`src/design/csfd_pkg.sv`:
```
// ----------------------------------------------------------------------------
// csfd_pkg
// Shared types and codes for the compact record stream field decoder.
// ----------------------------------------------------------------------------
package csfd_pkg;

  localparam int unsigned ByteW  = 8;
  localparam int unsigned ValueW = 32;

  typedef enum logic [2:0] {
    KIND_COUNT = 3'd0,
    KIND_CHAR  = 3'd1,
    KIND_EMPTY = 3'd2,
    KIND_UNS   = 3'd3,
    KIND_SGN   = 3'd4
  } kind_e;

  typedef struct packed {
    kind_e              kind;
    logic [ValueW-1:0]  value;
    logic               field_end;
    logic               record_end;
    logic               stream_end;
  } csfd_result_t;

endpackage

```
`src/design/compact_struct_field_decoder.sv`:
```
// ----------------------------------------------------------------------------
// Each result is registered in the output register, or in the skid entry while
// the output is stalled. Throughput: one byte per cycle while the input is not
// stalled; headers of non-empty fields and non-final integer bytes give no result.
// The input stalls only while the skid entry of the output is held.
// Reset (rst_ni, asynchronous, active low) returns the decoder to waiting for a
// count byte and empties the output register and the skid entry.
// ----------------------------------------------------------------------------
// compact_struct_field_decoder
// Decodes a compact record stream, one byte per request, into typed results.
// ----------------------------------------------------------------------------
module compact_struct_field_decoder
  import csfd_pkg::*;
(
  input  logic               clk_i,
  input  logic               rst_ni,
  input  logic               in_valid_i,
  output logic               in_stall_o,
  input  logic [ByteW-1:0]   data_byte_i,
  output logic               out_valid_o,
  input  logic               out_stall_i,
  output logic [2:0]         kind_o,
  output logic [ValueW-1:0]  value_o,
  output logic               field_end_o,
  output logic               record_end_o,
  output logic               stream_end_o
);

  logic          accept;
  logic          res_valid;
  logic          full;
  csfd_result_t  res;
  csfd_result_t  out_data;

  assign in_stall_o = full;
  assign accept     = in_valid_i && !full;

  csfd_core u_core (
    .clk_i       (clk_i),
    .rst_ni      (rst_ni),
    .accept_i    (accept),
    .data_byte_i (data_byte_i),
    .res_valid_o (res_valid),
    .res_o       (res)
  );

  csfd_skid u_skid (
    .clk_i       (clk_i),
    .rst_ni      (rst_ni),
    .push_i      (accept && res_valid),
    .push_data_i (res),
    .full_o      (full),
    .out_valid_o (out_valid_o),
    .out_stall_i (out_stall_i),
    .out_data_o  (out_data)
  );

  assign kind_o       = out_data.kind;
  assign value_o      = out_data.value;
  assign field_end_o  = out_data.field_end;
  assign record_end_o = out_data.record_end;
  assign stream_end_o = out_data.stream_end;

endmodule

```
`src/design/csfd_core.sv`:
```
// ----------------------------------------------------------------------------
// csfd_core
// Decoder state and the per-byte next-state and result logic.
// ----------------------------------------------------------------------------
module csfd_core
  import csfd_pkg::*;
(
  input  logic              clk_i,
  input  logic              rst_ni,
  input  logic              accept_i,
  input  logic [ByteW-1:0]  data_byte_i,
  output logic              res_valid_o,
  output csfd_result_t      res_o
);

  typedef enum logic [3:0] {
    PH_COUNT  = 4'b0001,
    PH_HEADER = 4'b0010,
    PH_STRING = 4'b0100,
    PH_INT    = 4'b1000
  } phase_e;

  phase_e             phase_q, phase_d;
  logic [7:0]         records_left_q, records_left_d;
  logic [5:0]         bytes_left_q, bytes_left_d;
  logic [4:0]         field_length_q, field_length_d;
  logic [ValueW-1:0]  accumulator_q, accumulator_d;
  logic               signed_field_q, signed_field_d;
  logic               last_field_q, last_field_d;

  logic               fin;
  kind_e              fin_kind;
  logic [ValueW-1:0]  fin_value;
  logic               last_sel;
  logic [7:0]         rec_dec;
  logic [5:0]         bytes_dec;
  kind_e              int_kind;

  // Sign extension applies only to signed integers of one to three bytes.
  function automatic logic [ValueW-1:0] int_result(input logic [ValueW-1:0] v,
                                                   input logic              sgn,
                                                   input logic [4:0]        len);
    logic [ValueW-1:0] r;
    r = v;
    if (sgn) begin
      if (len == 5'd1 && v[7]) begin
        r = v | 32'hFFFF_FF00;
      end else if (len == 5'd2 && v[15]) begin
        r = v | 32'hFFFF_0000;
      end else if (len == 5'd3 && v[23]) begin
        r = v | 32'hFF00_0000;
      end
    end
    return r;
  endfunction

  assign rec_dec   = records_left_q - 8'd1;
  assign bytes_dec = bytes_left_q - 6'd1;
  assign int_kind  = signed_field_q ? KIND_SGN : KIND_UNS;

  always_comb begin
    phase_d        = phase_q;
    records_left_d = records_left_q;
    bytes_left_d   = bytes_left_q;
    field_length_d = field_length_q;
    accumulator_d  = accumulator_q;
    signed_field_d = signed_field_q;
    last_field_d   = last_field_q;
    res_valid_o    = 1'b0;
    res_o          = '{kind: KIND_COUNT, value: '0, field_end: 1'b0,
                       record_end: 1'b0, stream_end: 1'b0};
    fin            = 1'b0;
    fin_kind       = KIND_CHAR;
    fin_value      = '0;
    last_sel       = last_field_q;

    unique case (phase_q)
      PH_COUNT: begin
        records_left_d = data_byte_i;
        res_valid_o    = 1'b1;
        res_o.value    = {{(ValueW-ByteW){1'b0}}, data_byte_i};
        if (data_byte_i == 8'd0) begin
          res_o.stream_end = 1'b1;
        end else begin
          phase_d = PH_HEADER;
        end
      end
      PH_HEADER: begin
        last_field_d = data_byte_i[7];
        last_sel     = data_byte_i[7];
        if (data_byte_i[6]) begin
          bytes_left_d = data_byte_i[5:0];
          if (data_byte_i[5:0] == 6'd0) begin
            fin      = 1'b1;
            fin_kind = KIND_EMPTY;
          end else begin
            phase_d = PH_STRING;
          end
        end else begin
          signed_field_d = data_byte_i[5];
          field_length_d = data_byte_i[4:0];
          bytes_left_d   = {1'b0, data_byte_i[4:0]};
          accumulator_d  = '0;
          if (data_byte_i[4:0] == 5'd0) begin
            fin      = 1'b1;
            fin_kind = data_byte_i[5] ? KIND_SGN : KIND_UNS;
          end else begin
            phase_d = PH_INT;
          end
        end
      end
      PH_STRING: begin
        bytes_left_d = bytes_dec;
        if (bytes_dec == 6'd0) begin
          fin       = 1'b1;
          fin_kind  = KIND_CHAR;
          fin_value = {{(ValueW-ByteW){1'b0}}, data_byte_i};
        end else begin
          res_valid_o = 1'b1;
          res_o.kind  = KIND_CHAR;
          res_o.value = {{(ValueW-ByteW){1'b0}}, data_byte_i};
        end
      end
      PH_INT: begin
        accumulator_d = {accumulator_q[ValueW-ByteW-1:0], data_byte_i};
        bytes_left_d  = bytes_dec;
        if (bytes_dec == 6'd0) begin
          fin       = 1'b1;
          fin_kind  = int_kind;
          fin_value = int_result(accumulator_d, signed_field_q, field_length_q);
        end
      end
      default: begin
        phase_d = PH_COUNT;
      end
    endcase

    // Closing a field also advances the record count when it ends a record.
    if (fin) begin
      res_valid_o      = 1'b1;
      res_o.kind       = fin_kind;
      res_o.value      = fin_value;
      res_o.field_end  = 1'b1;
      res_o.record_end = last_sel;
      phase_d          = PH_HEADER;
      if (last_sel) begin
        records_left_d = rec_dec;
        if (rec_dec == 8'd0) begin
          res_o.stream_end = 1'b1;
          phase_d          = PH_COUNT;
        end
      end
    end
  end

  always_ff @(posedge clk_i or negedge rst_ni) begin
    if (!rst_ni) begin
      phase_q        <= PH_COUNT;
      records_left_q <= '0;
      bytes_left_q   <= '0;
      field_length_q <= '0;
      accumulator_q  <= '0;
      signed_field_q <= 1'b0;
      last_field_q   <= 1'b0;
    end else if (accept_i) begin
      phase_q        <= phase_d;
      records_left_q <= records_left_d;
      bytes_left_q   <= bytes_left_d;
      field_length_q <= field_length_d;
      accumulator_q  <= accumulator_d;
      signed_field_q <= signed_field_d;
      last_field_q   <= last_field_d;
    end
  end

  a_stream_end_to_count: assert property (@(posedge clk_i) disable iff (!rst_ni)
    accept_i && res_valid_o && res_o.stream_end |=> phase_q == PH_COUNT)
    else $error("stream end did not return to the count phase");

  a_record_end_in_field: assert property (@(posedge clk_i) disable iff (!rst_ni)
    res_valid_o && res_o.record_end |-> res_o.field_end && res_o.kind != KIND_COUNT)
    else $error("record end without a field end");

  a_pending_bytes: assert property (@(posedge clk_i) disable iff (!rst_ni)
    (phase_q == PH_INT || phase_q == PH_STRING) |-> bytes_left_q != 6'd0)
    else $error("field body phase with no bytes left");

endmodule

```
`src/design/csfd_skid.sv`:
```
// ----------------------------------------------------------------------------
// csfd_skid
// Output register with a skid entry so the input side sees a registered stall.
// ----------------------------------------------------------------------------
module csfd_skid
  import csfd_pkg::*;
(
  input  logic          clk_i,
  input  logic          rst_ni,
  input  logic          push_i,
  input  csfd_result_t  push_data_i,
  output logic          full_o,
  output logic          out_valid_o,
  input  logic          out_stall_i,
  output csfd_result_t  out_data_o
);

  logic          main_valid_q;
  logic          skid_valid_q;
  csfd_result_t  main_q;
  csfd_result_t  skid_q;
  logic          main_free;

  assign main_free   = !main_valid_q || !out_stall_i;
  assign full_o      = skid_valid_q;
  assign out_valid_o = main_valid_q;
  assign out_data_o  = main_q;

  always_ff @(posedge clk_i or negedge rst_ni) begin
    if (!rst_ni) begin
      main_valid_q <= 1'b0;
      skid_valid_q <= 1'b0;
    end else if (main_free) begin
      // No push can arrive while the skid entry is held, since it stalls the input.
      if (skid_valid_q) begin
        main_valid_q <= 1'b1;
        skid_valid_q <= 1'b0;
      end else begin
        main_valid_q <= push_i;
      end
    end else if (push_i) begin
      skid_valid_q <= 1'b1;
    end
  end

  always_ff @(posedge clk_i) begin
    if (main_free) begin
      main_q <= skid_valid_q ? skid_q : push_data_i;
    end
    if (!main_free && push_i) begin
      skid_q <= push_data_i;
    end
  end

  a_skid_behind_main: assert property (@(posedge clk_i) disable iff (!rst_ni)
    skid_valid_q |-> main_valid_q)
    else $error("skid entry held with an empty output register");

  a_no_push_when_full: assert property (@(posedge clk_i) disable iff (!rst_ni)
    skid_valid_q |-> !push_i)
    else $error("request pushed into a full output buffer");

  a_skid_drains: assert property (@(posedge clk_i) disable iff (!rst_ni)
    skid_valid_q && !out_stall_i |=> main_valid_q && !skid_valid_q)
    else $error("skid entry did not move to the output register");

endmodule
```
`config.mk`:
```
export PLATFORM = sky130hd
export DESIGN_NAME = compact_struct_field_decoder
export DESIGN_NICKNAME = d
export VERILOG_FILES = /design/src/design/csfd_pkg.sv /design/src/design/compact_struct_field_decoder.sv /design/src/design/csfd_core.sv /design/src/design/csfd_skid.sv
export SDC_FILE = /design/constraint.sdc
export NUM_CORES = 1
export LEC_CHECK = 0
export BUFFER_PORTS_ARGS = -buffer_cell sky130_fd_sc_hd__buf_4
export CAP_MARGIN = 10
export CORE_ASPECT_RATIO = 1.5
export CORE_UTILIZATION = 53
export CTS_CLUSTER_DIAMETER = 120
export CTS_CLUSTER_SIZE = 12
export DETAILED_ROUTE_END_ITERATION = 16
export HOLD_SLACK_MARGIN = 0.12
export PLACE_DENSITY = 0.72
export SYNTH_ARGS = -nofsm -noshare
export SYNTH_HDL_FRONTEND = slang
export SYNTH_SLANG_ARGS = --single-unit
```
`constraint.sdc`:
```
create_clock -name clk_i -period 7.1 [get_ports clk_i]
set_clock_uncertainty 0.05 [all_clocks]
set_input_delay 1.42 -clock clk_i [delete_from_list [all_inputs] [get_ports clk_i]]
set_output_delay 1.42 -clock clk_i [all_outputs]
set_load 0.02 [all_outputs]
```
Word-level counts from Yosys, hierarchy flattened
Cells that the tools add are included.
{ "classes": {"n_bitwise": 1, "add_sub_neg": 2, "n_eq_ne": 12, "n_reduce_logical": 24, "mux": 50} }
{ "op_table": {"columns": ["operator", "count"], "rows": [
  ["$mux 32", 5],
  ["$pmux 32 s2", 2],
  ["$mux 38", 2],
  ["$pmux 24 s2", 1],
  ["$mux 33", 1],
  ["$mux 8", 4],
  ["$mux 24", 1],
  ["$mux 4", 6],
  ["$logic_not 8->1", 2],
  ["$mux 1", 15],
  ["$mux 3", 5],
  ["$logic_not 6->1", 2],
  ["$pmux 4 s3", 1],
  ["$pmux 6 s2", 1],
  ["$eq 5x2->1 const B", 2],
  ["$ne 4x3->1 const B", 2],
  ["$sub 8x1->8 const B", 1],
  ["$logic_and 1x1->1", 6],
  ["$mux 6", 1],
  ["$pmux 3 s2", 1],
  ["$reduce_and 3->1", 2],
  ["$reduce_bool 2->1", 3],
  ["$sub 6x1->6 const B", 1],
  ["$eq 5x1->1 const B", 1],
  ["16 further kinds", 21]
]} }
{ "totals": {"wordCells": 108, "reg_bits": 127} }

Logic depth before layout (Yosys ltp)
Gate-level depths: netlist (run 1).
{ "logic_depth": {"depth_word": 10, "ltp_mapped": 9, "mapped_depth_nobuf": 9} }

Modules after synthesis
Synthesis (run 1) repeated with hierarchy kept, for this count alone.
{ "hier_totals": {"cells_unflattened": 500, "hier_area_um2": 5828.1} }
{ "by_module_without_submodules": {"columns": ["mod", "cells_per_inst", "instances", "area_per_inst_um2", "seq_area_each_um2"], "rows": [
  ["csfd_core", 374, 1, 2979.1, 1227.4],
  ["csfd_skid", 124, 1, 2834.0, 2332.2],
  ["compact_struct_field_decoder", 2, 1, 15.0, 0.0]
]} }

Worst setup path before layout (run 1)
OpenSTA, ideal clock, no wires.
{ "synth_timing": {"kind": "input to register", "from": "in data_byte_i[1]", "to": "reg u_skid.skid_q[0] (netlist name), enable pin", "arrival_ps": 5032, "path_buffers": 0, "cell_stages": 6, "slack_ps": 1537, "setup_time_ps": 481, "required_time_ps": 6569, "cell_sequence": "nor4_1 nand3_2 o32a_4 inv_1 nor2_1 nor3_1"} }
{ "synth_between": {"elab_chain_cells": 7} }
{ "synth_lines": {"columns": ["item", "line_no", "text"], "rows": [
  ["start: declaration", "compact_struct_field_decoder.sv:19", "input logic [ByteW-1:0] data_byte_i,"],
  ["$logic_not 6->1 / $logic_not 5->1 (equally long branches)", "csfd_core.sv:93, csfd_core.sv:104", null],
  ["$mux 1 (on tied branches)", "csfd_core.sv:93, csfd_core.sv:104", null],
  ["$mux 1 (*)", "csfd_core.sv:91", "if (data_byte_i[6]) begin"],
  ["$pmux 1 s2 (*)", "csfd_core.sv:77", "unique case (phase_q)"],
  ["$mux 1 (*)", "csfd_core.sv:139", "if (fin) begin"],
  ["$logic_and 1x1->1 (*)", "compact_struct_field_decoder.sv:50", ".push_i (accept && res_valid),"],
  ["$logic_and 1x1->1 (*)", "csfd_skid.sv:50", "if (!main_free && push_i) begin"],
  ["end signal: assignment", "csfd_skid.sv:51", "skid_q <= push_data_i;"],
  ["end: declaration", "csfd_skid.sv:21", "csfd_result_t skid_q;"]
]} }
Mark *: on every way between the ends. The rest lies on a longest branch, timed or not.
A chain may end at the register's enable or synchronous reset.

Worst setup path after layout (run 1)
{ "layout_timing": {"from": "in data_byte_i[1]", "to": "reg u_skid.skid_q[35] (netlist name), enable pin"} }
Same word-level chain as after synthesis.

==> results of run 1 <==
## how the worst max path moves through the flow
| stage | to |
|---|---|
| 2_1_floorplan | u_skid.skid_q[0]$_DFFE_PP_ |
| 4_1_cts | u_skid.skid_q[3]$_DFFE_PP_ |
| 5_1_grt | u_skid.skid_q[35]$_DFFE_PP_ |
| 3_3_place_gp | u_skid.skid_q[30]$_DFFE_PP_ |
| 6_report | u_skid.skid_q[35]$_DFFE_PP_ |
| 3_5_place_dp | u_skid.skid_q[35]$_DFFE_PP_ |
## power by group through the flow
stage	Combinational, mW	Clock [mW]	Sequential [mW]
after floorplan	0.376	0	1.20
after global placement	0.679	0	1.13
after detailed placement	0.697	0	1.14
after CTS	0.702	0.849	1.12
after global routing	0.755	0.878	1.15
final	0.697	0.837	1.13
## worst max-delay path, cell delays in order
cell and delay [ns]:
buf_4 0.15, nor4_1 0.45, nand3_2 0.21, o32a_4 0.26
inv_1 0.20, nor2_1 0.10, nor3_2 0.17, buf_4 0.46
## registers in the layout, summed over array words and instances, names as in the netlist
signal,count
u_skid.skid_q,38
u_skid.out_valid_o,1
u_core.field_length_q,5
u_skid.out_data_o,38
u_core.bytes_left_q,6
u_core.signed_field_q,1
u_core.records_left_q,8
u_core.phase_q,4
u_skid.full_o,1
u_core.last_field_q,1
u_core.accumulator_q,24
## area by class of cell
cell class              instances  area, µm²  area share [%]
clock buffers                  18        429            6.36
flip-flops and latches        127       3560            52.7
clock inverters                14        143            2.11
repair buffers                 55        413            6.12
well taps                     141        176            2.61
multi-input cells             273       1990            29.4
inverters                      11       41.3           0.612
## logic make-up after synthesis
group | Yosys count | share of synthesized area, %
muxes | 43 | 8.51
buffers and inverters | 28 | 2.19
xor gates and xnor gates | 4 | 0.619
and+or+nand+nor | 112 | 10.8
adders and majority gates | 4 | 0.884
DFF | 127 | 62.9
AOI/OAI and AO/OA | 110 | 14.1
## routing by layer
metal	GRT usage, %	share of wire [%]	vias up
met5	0	0	-
met4	10.0	2.3	0
met3	6.03	4.5	20
met2	40.5	52	140
met1	30.4	41	1842
li1	-	-	1725
## synth_stat cells, drive strengths merged, types with 2 or more instances
library cell,instances
xor2,2
nand3,9
o21a,23
edfxtp,76
nand2,28
a21oi,18
nor3b,5
ha,4
and2b,4
dfrtp,50
clkbuf,13
inv,10
or4b,2
nand2b,3
and2,12
o211ai,2
nor4b,3
mux2i,2
nor4,2
nor2,23
o221a,6
or2,2
mux2,41
buf,4
a22o,23
nor2b,3
o21ai,26
nor3,10
xnor2,2
or4,2
## per-stage QoR
| stage | hold slack [ns] | instance area (µm²) |
|---|---|---|
| 5_1_grt | 0.478 | 6750 |
| 6_report | 0.457 | 6750 |
| 3_5_place_dp | 0.440 | 6180 |
| 3_3_place_gp | 0.431 | 6180 |
| 2_1_floorplan | 0.421 | 5660 |
| 4_1_cts | 0.454 | 6750 |
==> impl_metrics.csv, run 1 <==
group,metric,value,unit
floorplan,initial_utilization,55.2,%
final_layout,final_layout_size_suffix_gt1_share,30.7,%
power_and_ir_drop,p_leak,2.78,nW
detailed_routing,drc,0,
critical_path,timing.rr.start,"u_core.bytes_left_q[0]$_DFFE_PN0P_",
critical_path,worstPathMaxFanout,38,
detailed_routing,dr.pass1.iters,5,
logic_synthesis,syn_inst,428,
logic_synthesis,synthTopCellsByArea,"edfxtp_1 (40%), dfrtp_1 (22%), mux2_2 (8.2%), a22o_1 (3.6%), o21a_1 (3.1%)",
floorplan,dieArea,11100,µm²
final_layout,fin_util,65.9,%
global_route,grt_start_max_net_pins,52,
clock_tree,cts_root_buffer,"clkbuf_16",
clock_tree,clock_latency,0.41,ns
worst_hold_path,hp-start,"u_core.accumulator_q[23]$_DFFE_PN0P_",
critical_path,start_kind,"primary input",
detailed_routing,wire_per_inst,19.3,µm
worst_hold_path,hold_path.class,"reg2reg",
power_and_ir_drop,p_int,1.80,mW
power_and_ir_drop,total_power,2.66,mW
clock_tree,cts.reportedPaths.clkPinSlew,0.05,ns
placement,dp_hpwl,8120,µm
logic_synthesis,synth_top_area_cell,"edfxtp_1",
critical_path,rr_worst_depth,9,
logic_synthesis,syn_area,5660,µm²
global_route,gr-total-overflow,0,
power_and_ir_drop,vdd_drop_max,0.250,mV
global_route,grt_usage,24.4,%
worst_hold_path,min_to,"u_core.accumulator_q[23]$_DFFE_PN0P_",
logic_synthesis,synth-edff-count,76,
power_and_ir_drop,pwr-share-comb,26.2,%
sta,hold_viol,0,
sta,tightestPinTransition,1.00,ns
critical_path,endpoint_kind,"flop",
power_and_ir_drop,power_density,394,nW/µm²
final_layout,areaGrowthSynthToFinish,19.2,%
placement,numPortBuffers,51,
floorplan,ioPinCount,52,
final_layout,final_common_cell,"edfxtp_1",
detailed_routing,drt-initial-drc-count,294,
logic_synthesis,async_flop_share,40.2,%
job,drv_cap,0,
logic_synthesis,synth_seq_cells,127,
power_and_ir_drop,p_switching,858,µW
worst_hold_path,hold-path-cell-count,1,
clock_tree,ctsResizeCount,0,
sta,setup_viol,0,
clock_tree,ctsHoldBuffers,0,
clock_tree,htreeDepth,4,
power_and_ir_drop,clkPwrFrac,31.5,%
power_and_ir_drop,seqPwrFrac,42.4,%
sta,finalCritPeriodShare,48.6,%
logic_synthesis,synth_top_cell_area_share,40.3,%
clock_tree,cts_sinks,127,
sta,tns,0,ns
sta,finalMaxSlewViolations,0,
clock_tree,cts_tree,"yes",
logic_synthesis,avgSynthCellArea,13.2,µm²
clock_tree,cts_buffers,17,
sta,fin_ws,3.65,ns
global_route,grt_pass1_vias,3708,
detailed_routing,vias_per_cell,5.83,
detailed_routing,antenna_left,0,
critical_path,arrival,3.45,ns
logic_synthesis,yosys_warnings,0,
placement,dp_cells,607,
final_layout,layout.nets,501,
power_and_ir_drop,swShare,32.2,%
sta,fmax,290,MHz
placement,dpl_worst_slack,3.29,ns
critical_path,rr_endpoint,"u_skid.skid_q[35]$_DFFE_PP_",
sta,rsz0062_at_grt,"false",
logic_synthesis,ys_seq_area_share,62.9,%
placement,gp_congestion,1.02,
detailed_routing,detail_route.wirelength,12300,µm
critical_path,critPathLaunch,"data_byte_i[1]",
floorplan,coreArea,10200,µm²
critical_path,cp.required,7.10,ns
final_layout,most-common-layout-cells,"edfxtp_1 (76), buf_4 (55), dfrtp_1 (50)",
clock_tree,post-cts-setup-buffers,0,
critical_path,r2r_slack,3.90,ns
final_layout,diodes,0,
critical_path,setup.worst_path.class,"in2reg",
logic_synthesis,synth.distinct_cells,59,
global_route,antenna_found_initial,0,
logic_synthesis,syn-num-nets,444,
detailed_routing,vias,3727,
floorplan,die_y,129,µm
sta,min_period,3.45,ns
floorplan,die_x,86.4,µm
final_layout,nFillCells,766,
global_route,grt_pass1_wl,19700,µm
logic_synthesis,synthFlopType,"edfxtp_1",
outcome,outcome,"finished clean",
sta,slew-limit-headroom,32.3,%
clock_tree,cts_buffer_depth,2,
floorplan,rows,45,
final_layout,finalNonFillerCells,639,
(Power assumes the default switching activity.)
==> run 2: changes to the inputs <==
Settings changed: ABC_AREA set to 1.
Clock period 7.1 ns to 3.62 ns, I/O delays scaled along.
==> impl_metrics.csv, run 2 <==
group,metric,value,unit
outcome,outcome,"finished clean",
critical_path,cp.required,3.68,ns
critical_path,worst_path_largest_cell_delay,0.38,ns
critical_path,cp_slowest_cell,"dfrtp_1",
floorplan,coreArea,11000,µm²
detailed_routing,vias,4498,
logic_synthesis,synthFlopType,"edfxtp_1",
logic_synthesis,synth.distinct_cells,34,
clock_tree,ctsResizeCount,0,
logic_synthesis,synth-edff-count,76,
final_layout,seq_area,3560,µm²
logic_synthesis,synth_top_area_cell,"edfxtp_1",
clock_tree,clock_latency,0.41,ns
placement,numPortBuffers,51,
floorplan,rows,47,
detailed_routing,drc,0,
sta,hold_viol,0,
clock_tree,post-cts-setup-buffers,0,
critical_path,start_kind,"flop",
clock_tree,ctsHoldBuffers,0,
critical_path,endpoint_kind,"flop",
critical_path,r2r_slack,0.98,ns
sta,setup_viol,0,
job,drv_cap,0,
final_layout,diodes,0,
floorplan,initial_utilization,54.0,%
logic_synthesis,yosys-top-cells-count,"nand2_1 (117), edfxtp_1 (76), inv_1 (72)",
placement,dp_hpwl,9190,µm
final_layout,final_common_cell,"nand2_1",
final_layout,areaGrowthSynthToFinish,19.5,%
power_and_ir_drop,vdd_drop_max,0.461,mV
sta,finalMaxSlewViolations,0,
final_layout,nFillCells,857,
final_layout,most-common-layout-cells,"nand2_1 (116), edfxtp_1 (76), inv_1 (72)",
detailed_routing,detail_route.wirelength,13600,µm
logic_synthesis,syn-num-nets,620,
clock_tree,cts_buffer_depth,2,
final_layout,multiInputGateArea,1980,µm²
logic_synthesis,syn_area,5940,µm²
logic_synthesis,synth_top_cell_area_share,38.4,%
logic_synthesis,synth_seq_cells,127,
sta,finalCritPeriodShare,72.9,%
logic_synthesis,async_flop_share,40.2,%
placement,dpl_worst_slack,0.873,ns
global_route,grt_usage,25.9,%
floorplan,die_y,132,µm
floorplan,dieArea,11600,µm²
sta,fmax,379,MHz
global_route,grt_pass1_wl,22400,µm
power_and_ir_drop,p_leak,3.06,nW
critical_path,crit_path_cell_trace,"inv_1 -> ha_1 -> xnor2_1 -> nand2_1 -> nor2_4 -> nand3_2 -> nand2_4 -> o21ai_1 -> nor2_4 -> buf_12",
clock_tree,cts_tree,"yes",
sta,tightestPinTransition,0.848,ns
clock_tree,cts_sinks,127,
logic_synthesis,syn_inst,604,
power_and_ir_drop,power_density,825,nW/µm²
placement,placedInstanceArea,6460,µm²
floorplan,ioPinCount,52,
worst_hold_path,hold_path.class,"in2async",
clock_tree,htreeDepth,4,
critical_path,worstPathMaxFanout,26,
critical_path,arrival,2.70,ns
logic_synthesis,synthTopCellsByArea,"edfxtp_1 (38%), dfrtp_1 (21%), nand2_1 (7.4%), inv_1 (4.5%), o21ai_0 (4.0%)",
sta,min_period,2.64,ns
logic_synthesis,yosysMostFrequentCell,"nand2_1",
final_layout,layout.nets,674,
sta,tns,0,ns
clock_tree,cts.reportedPaths.clkPinSlew,0.05,ns
final_layout,final_layout_size_suffix_gt1_share,22.2,%
clock_tree,cts_root_buffer,"clkbuf_16",
detailed_routing,dr.pass1.iters,5,
sta,slew-limit-headroom,43.4,%
detailed_routing,wire_per_inst,16.6,µm
clock_tree,cts_buffers,17,
critical_path,crit_path_frequent_cell,"nor2_4",
sta,rsz0062_at_grt,"false",
global_route,antenna_found_initial,0,
critical_path,critPathLaunch,"u_core.bytes_left_q[0]$_DFFE_PN0P_",
detailed_routing,drt-initial-drc-count,350,
logic_synthesis,ys_seq_area_share,59.9,%
sta,fin_ws,0.983,ns
logic_synthesis,avgSynthCellArea,9.84,µm²
final_layout,final_area,7100,µm²
global_route,gr-total-overflow,0,
global_route,grt_start_max_net_pins,52,
detailed_routing,vias_per_cell,5.50,
critical_path,setup.worst_path.class,"reg2reg",
critical_path,timing.rr.start,"u_core.bytes_left_q[0]$_DFFE_PN0P_",
detailed_routing,antenna_left,0,
placement,gp_congestion,0.868,
floorplan,die_x,88.4,µm
logic_synthesis,yosys_warnings,0,
global_route,grt_pass1_vias,4720,
run 2: cell types whose count changed after synthesis, moves of 23 or more:
| cell | change |
|---|---|
| nor2_1 | +32 |
| o21ai_0 | +24 |
| o22ai_1 | +25 |
| inv_1 | +62 |
| mux2_2 | -41 |
| nand2_1 | +89 |
| a22o_1 | -23 |
run 2: cell families (layout without fill, tap and decap cells):
| logic type | Yosys count | count (layout) | share of synthesized area (%) |
|---|---|---|---|
| DFF | 127 | 127 | 59.9 |
| AOI/OAI and AO/OA | 124 | 124 | 13.0 |
| xor gates and xnor gates | 5 | 5 | 0.737 |
| adders and majority gates | 4 | 4 | 0.842 |
| buffers and inverters | 100 | 167 | 6.89 |
| and+or+nand+nor | 244 | 244 | 18.6 |
run 2: final cells by class:
cell class / instances / share of cell area [%]
Multi-Input combinational cell: 377 / 27.9
Inverter: 78 / 4.12
Clock buffer: 20 / 6.43
Timing Repair Buffer: 57 / 6.20
Sequential cell: 127 / 50.1
Clock inverter: 12 / 2.57
Tap cell: 147 / 2.59
run 2: power breakdown:
part | switching [mW] | internal, mW
Clock | 0.628 | 1.19
Sequential | 0.202 | 2.03
Combinational | 1.20 | 0.605
run 2: worst paths after layout:
check	end	cells past startpoint
min in group clk_i	u_core.field_length_q[2]$_DFFE_PN0P_	2
worst max register to register	u_skid.skid_q[17]$_DFFE_PP_	10
worst min register to register	u_core.field_length_q[2]$_DFFE_PN0P_	2
max in group asynchronous	u_core.accumulator_q[12]$_DFFE_PN0P_	1
worst max-delay path	u_skid.skid_q[17]$_DFFE_PP_	10
worst min-delay path	u_core.phase_q[3]$_DFFE_PN0P_	1
run 2: routing by layer:
metal  track usage [%]  vias up  share of wire [%]
li1                  -     2139                  -
met1              28.9     2149                 37
met2              44.5      166                 55
met3              6.47       44                4.0
met4              13.5        0                4.3
met5                 0        -                  0
run 2: worst max-delay path, delay by kind of cell (launching register included):
kind / cells / cell delay (ns)
buf+inv: 2 / 0.43
compound gates: 1 / 0.16
simple gates: 5 / 0.94
fa+ha+maj: 1 / 0.22
xor+xnor: 1 / 0.14
flops: 1 / 0.38
run 2: per-stage QoR:
stage / utilization (%) / instances / hold slack [ns] / total power, mW
floorplan: - / 604 / 0.378 / 3.43
global placement: 58.7 / 786 / 0.416 / 3.98
detailed placement: 58.7 / 786 / 0.431 / 4.04
CTS: 64.5 / 818 / 0.314 / 5.88
global route: 64.5 / 818 / 0.342 / 6.20
finish: 64.5 / 818 / 0.287 / 5.86
==> run 3: changes to the inputs <==
Settings changed: ABC_AREA 1 to 0, PLACE_DENSITY 0.72 to 0.75.
Clock period 3.62 ns to 2.1 ns, I/O delays scaled along.
==> impl_metrics.csv, run 3 (synthesized netlist as in run 1, its figures left out) <==
group,metric,value,unit
outcome,outcome,"finished, violations left",
outcome,violations,"negative setup slack",
global_route,grt_pass1_wl,22400,µm
critical_path,crit_path_cell_trace,"buf_4 -> nor4b_2 -> nand3_2 -> o32a_4 -> inv_4 -> nor2_4 -> nor3_4 -> buf_6 -> buf_6 -> buf_6",
critical_path,cp_num_buf_inv,5,
detailed_routing,dr.pass1.iters,5,
sta,fin_ws,-0.635,ns
sta,finalMaxSlewViolations,0,
floorplan,rows,45,
global_route,gr-total-overflow,0,
clock_tree,cts_sinks,127,
detailed_routing,drc,0,
critical_path,rr_worst_depth,10,
sta,fmax,366,MHz
floorplan,coreArea,10200,µm²
global_route,grt_usage,27.4,%
sta,tightestPinTransition,0.694,ns
clock_tree,cts_tree,"yes",
final_layout,diodes,0,
clock_tree,cts_buffer_depth,2,
final_layout,finalNonFillerCells,717,
detailed_routing,vias,4303,
power_and_ir_drop,p_int,7.20,mW
critical_path,path_depth,10,
power_and_ir_drop,p_leak,3.32,nW
global_route,use_met3,5.26,%
critical_path,cp_slowest_cell,"nor4b_2",
final_layout,most-common-layout-cells,"buf_4 (115), edfxtp_1 (76), dfrtp_1 (50)",
power_and_ir_drop,total_power,10.5,mW
floorplan,die_x,86.4,µm
clock_tree,htreeDepth,4,
detailed_routing,wire_per_inst,21.5,µm
power_and_ir_drop,seqPwrFrac,35.8,%
critical_path,cp.required,2.17,ns
detailed_routing,vias_per_cell,6.00,
critical_path,setup.worst_path.class,"reg2reg",
sta,hold_viol,0,
floorplan,initial_utilization,55.2,%
critical_path,start_kind,"flop",
critical_path,endpoint_kind,"flop",
clock_tree,cts.reportedPaths.clkPinSlew,0.06,ns
power_and_ir_drop,vdd_drop_max,0.806,mV
critical_path,worst_path_largest_cell_delay,0.59,ns
worst_hold_path,hold_path.class,"in2reg",
global_route,antenna_found_initial,0,
critical_path,crit_family,"simple AND/OR/NAND/NOR gates",
clock_tree,clock_latency,0.41,ns
critical_path,worstPathMaxFanout,6,
power_and_ir_drop,p_switching,3.31,mW
final_layout,final_layout_size_suffix_gt1_share,45.8,%
floorplan,ioPinCount,52,
sta,whs,0.270,ns
sta,tns,-56.59,ns
sta,min_period,2.73,ns
critical_path,critPathLaunch,"u_core.phase_q[3]$_DFFE_PN0P_",
placement,gp_congestion,0.970,
placement,dp_cells,666,
power_and_ir_drop,clkPwrFrac,31.0,%
global_route,grt_pass1_vias,4313,
power_and_ir_drop,power_density,1350,nW/µm²
sta,rsz0062_at_grt,"true",
sta,slew-limit-headroom,53.7,%
placement,numPortBuffers,51,
placement,dpl_worst_slack,-0.444,ns
final_layout,areaGrowthSynthToFinish,37.3,%
floorplan,dieArea,11100,µm²
final_layout,final_common_cell,"buf_4",
worst_hold_path,hold-path-cell-count,3,
critical_path,arrival,2.81,ns
critical_path,crit_path_frequent_cell,"buf_6",
floorplan,die_y,129,µm
critical_path,timing.rr.start,"u_core.phase_q[3]$_DFFE_PN0P_",
detailed_routing,detail_route.wirelength,15400,µm
final_layout,nFillCells,607,
sta,setup_viol,137,
global_route,use_met1,31.7,%
clock_tree,cts_root_buffer,"clkbuf_16",
placement,dp_hpwl,9160,µm
sta,finalCritPeriodShare,130,%
job,drv_cap,0,
detailed_routing,antenna_left,0,
clock_tree,cts_buffers,17,
power_and_ir_drop,pwr-share-comb,33.2,%
detailed_routing,drt-initial-drc-count,338,
global_route,top_usage_layer,"met2",
global_route,grt_start_max_net_pins,52,
power_and_ir_drop,swShare,31.5,%
worst_hold_path,hp-start,"in_valid_i",
global_route,met2_usage,46.1,%
final_layout,layout.nets,579,
==> run 3: cell count changes in the layout (fill, tap and decap cells not counted), sizes merged, moves of 25 or more <==
| cell | delta |
|---|---|
| nand2 | -94 |
| buf | +73 |
| inv | -68 |
| mux2 | +41 |
| nor2 | -37 |
| o21ai | -28 |
| o22ai | -25 |
==> run 3: metal layers <==
metal  wire length, µm  vias up  share of wire [%]
met5                 0        -                  0
met4               998        0                6.5
met3               859       76                5.6
met2              8000      217                 52
met1              5580     2119                 36
li1                  -     1891                  -
==> run 3: worst register-to-register path, stage by stage (launching register included) <==
cell and delay (ns):
dfrtp_1 0.45, buf_4 0.18, nor4b_2 0.59, nand3_2 0.20, o32a_4 0.28, inv_4 0.11, nor2_4 0.07, nor3_4 0.17
buf_6 0.14, buf_6 0.10, buf_6 0.13
==> run 3: repair_timing <==
action	in CTS	in global routing
hold buffers	1	0
buffers inserted	10	6
pin swaps	12	11
hold endpoints to repair	50	0
setup endpoints to repair	127	126
gates resized for setup	36	32
cloned	2	1
==> run 3: area by class of cell <==
| cell class | instances | area (µm²) | area share, % |
|---|---|---|---|
| clock buffers | 20 | 457 | 5.87 |
| multi-input cells | 273 | 2220 | 28.6 |
| repair buffers | 132 | 1090 | 14.1 |
| well taps | 141 | 176 | 2.27 |
| repair inverters | 1 | 8.76 | 0.113 |
| flip-flops and latches | 127 | 3560 | 45.8 |
| inverters | 11 | 53.8 | 0.692 |
| clock inverters | 12 | 205 | 2.64 |
==> run 3: power groups by stage <==
stage                     sequential (mW)  clock, mW  combinational, mW
after detailed placement             3.76          0               2.89
after global placement               3.72          0               2.80
final                                3.77       3.26               3.49
after floorplan                      4.05          0               1.32
after CTS                            3.73       3.29               3.18
after global routing                 3.82       3.39               3.69
==> run 3: per-stage QoR <==
stage	util, %	cell area (µm²)
floorplan	-	5700
detailed placement	65.2	6680
global route	75.9	7770
global placement	65.2	6680
finish	75.9	7770
CTS	73.9	7570
==> run 3: final timing paths <==
check,to,slack [ns]
max,u_skid.skid_q[7]$_DFFE_PP_,-0.63
min in group asynchronous,u_core.bytes_left_q[5]$_DFFE_PN0P_,0.55
min reg2reg,u_core.field_length_q[3]$_DFFE_PN0P_,0.46
max reg2reg,u_skid.skid_q[7]$_DFFE_PP_,-0.63
min,u_skid.full_o$_DFFE_PN0P_,0.27
max in group asynchronous,u_core.accumulator_q[2]$_DFFE_PN0P_,0.98
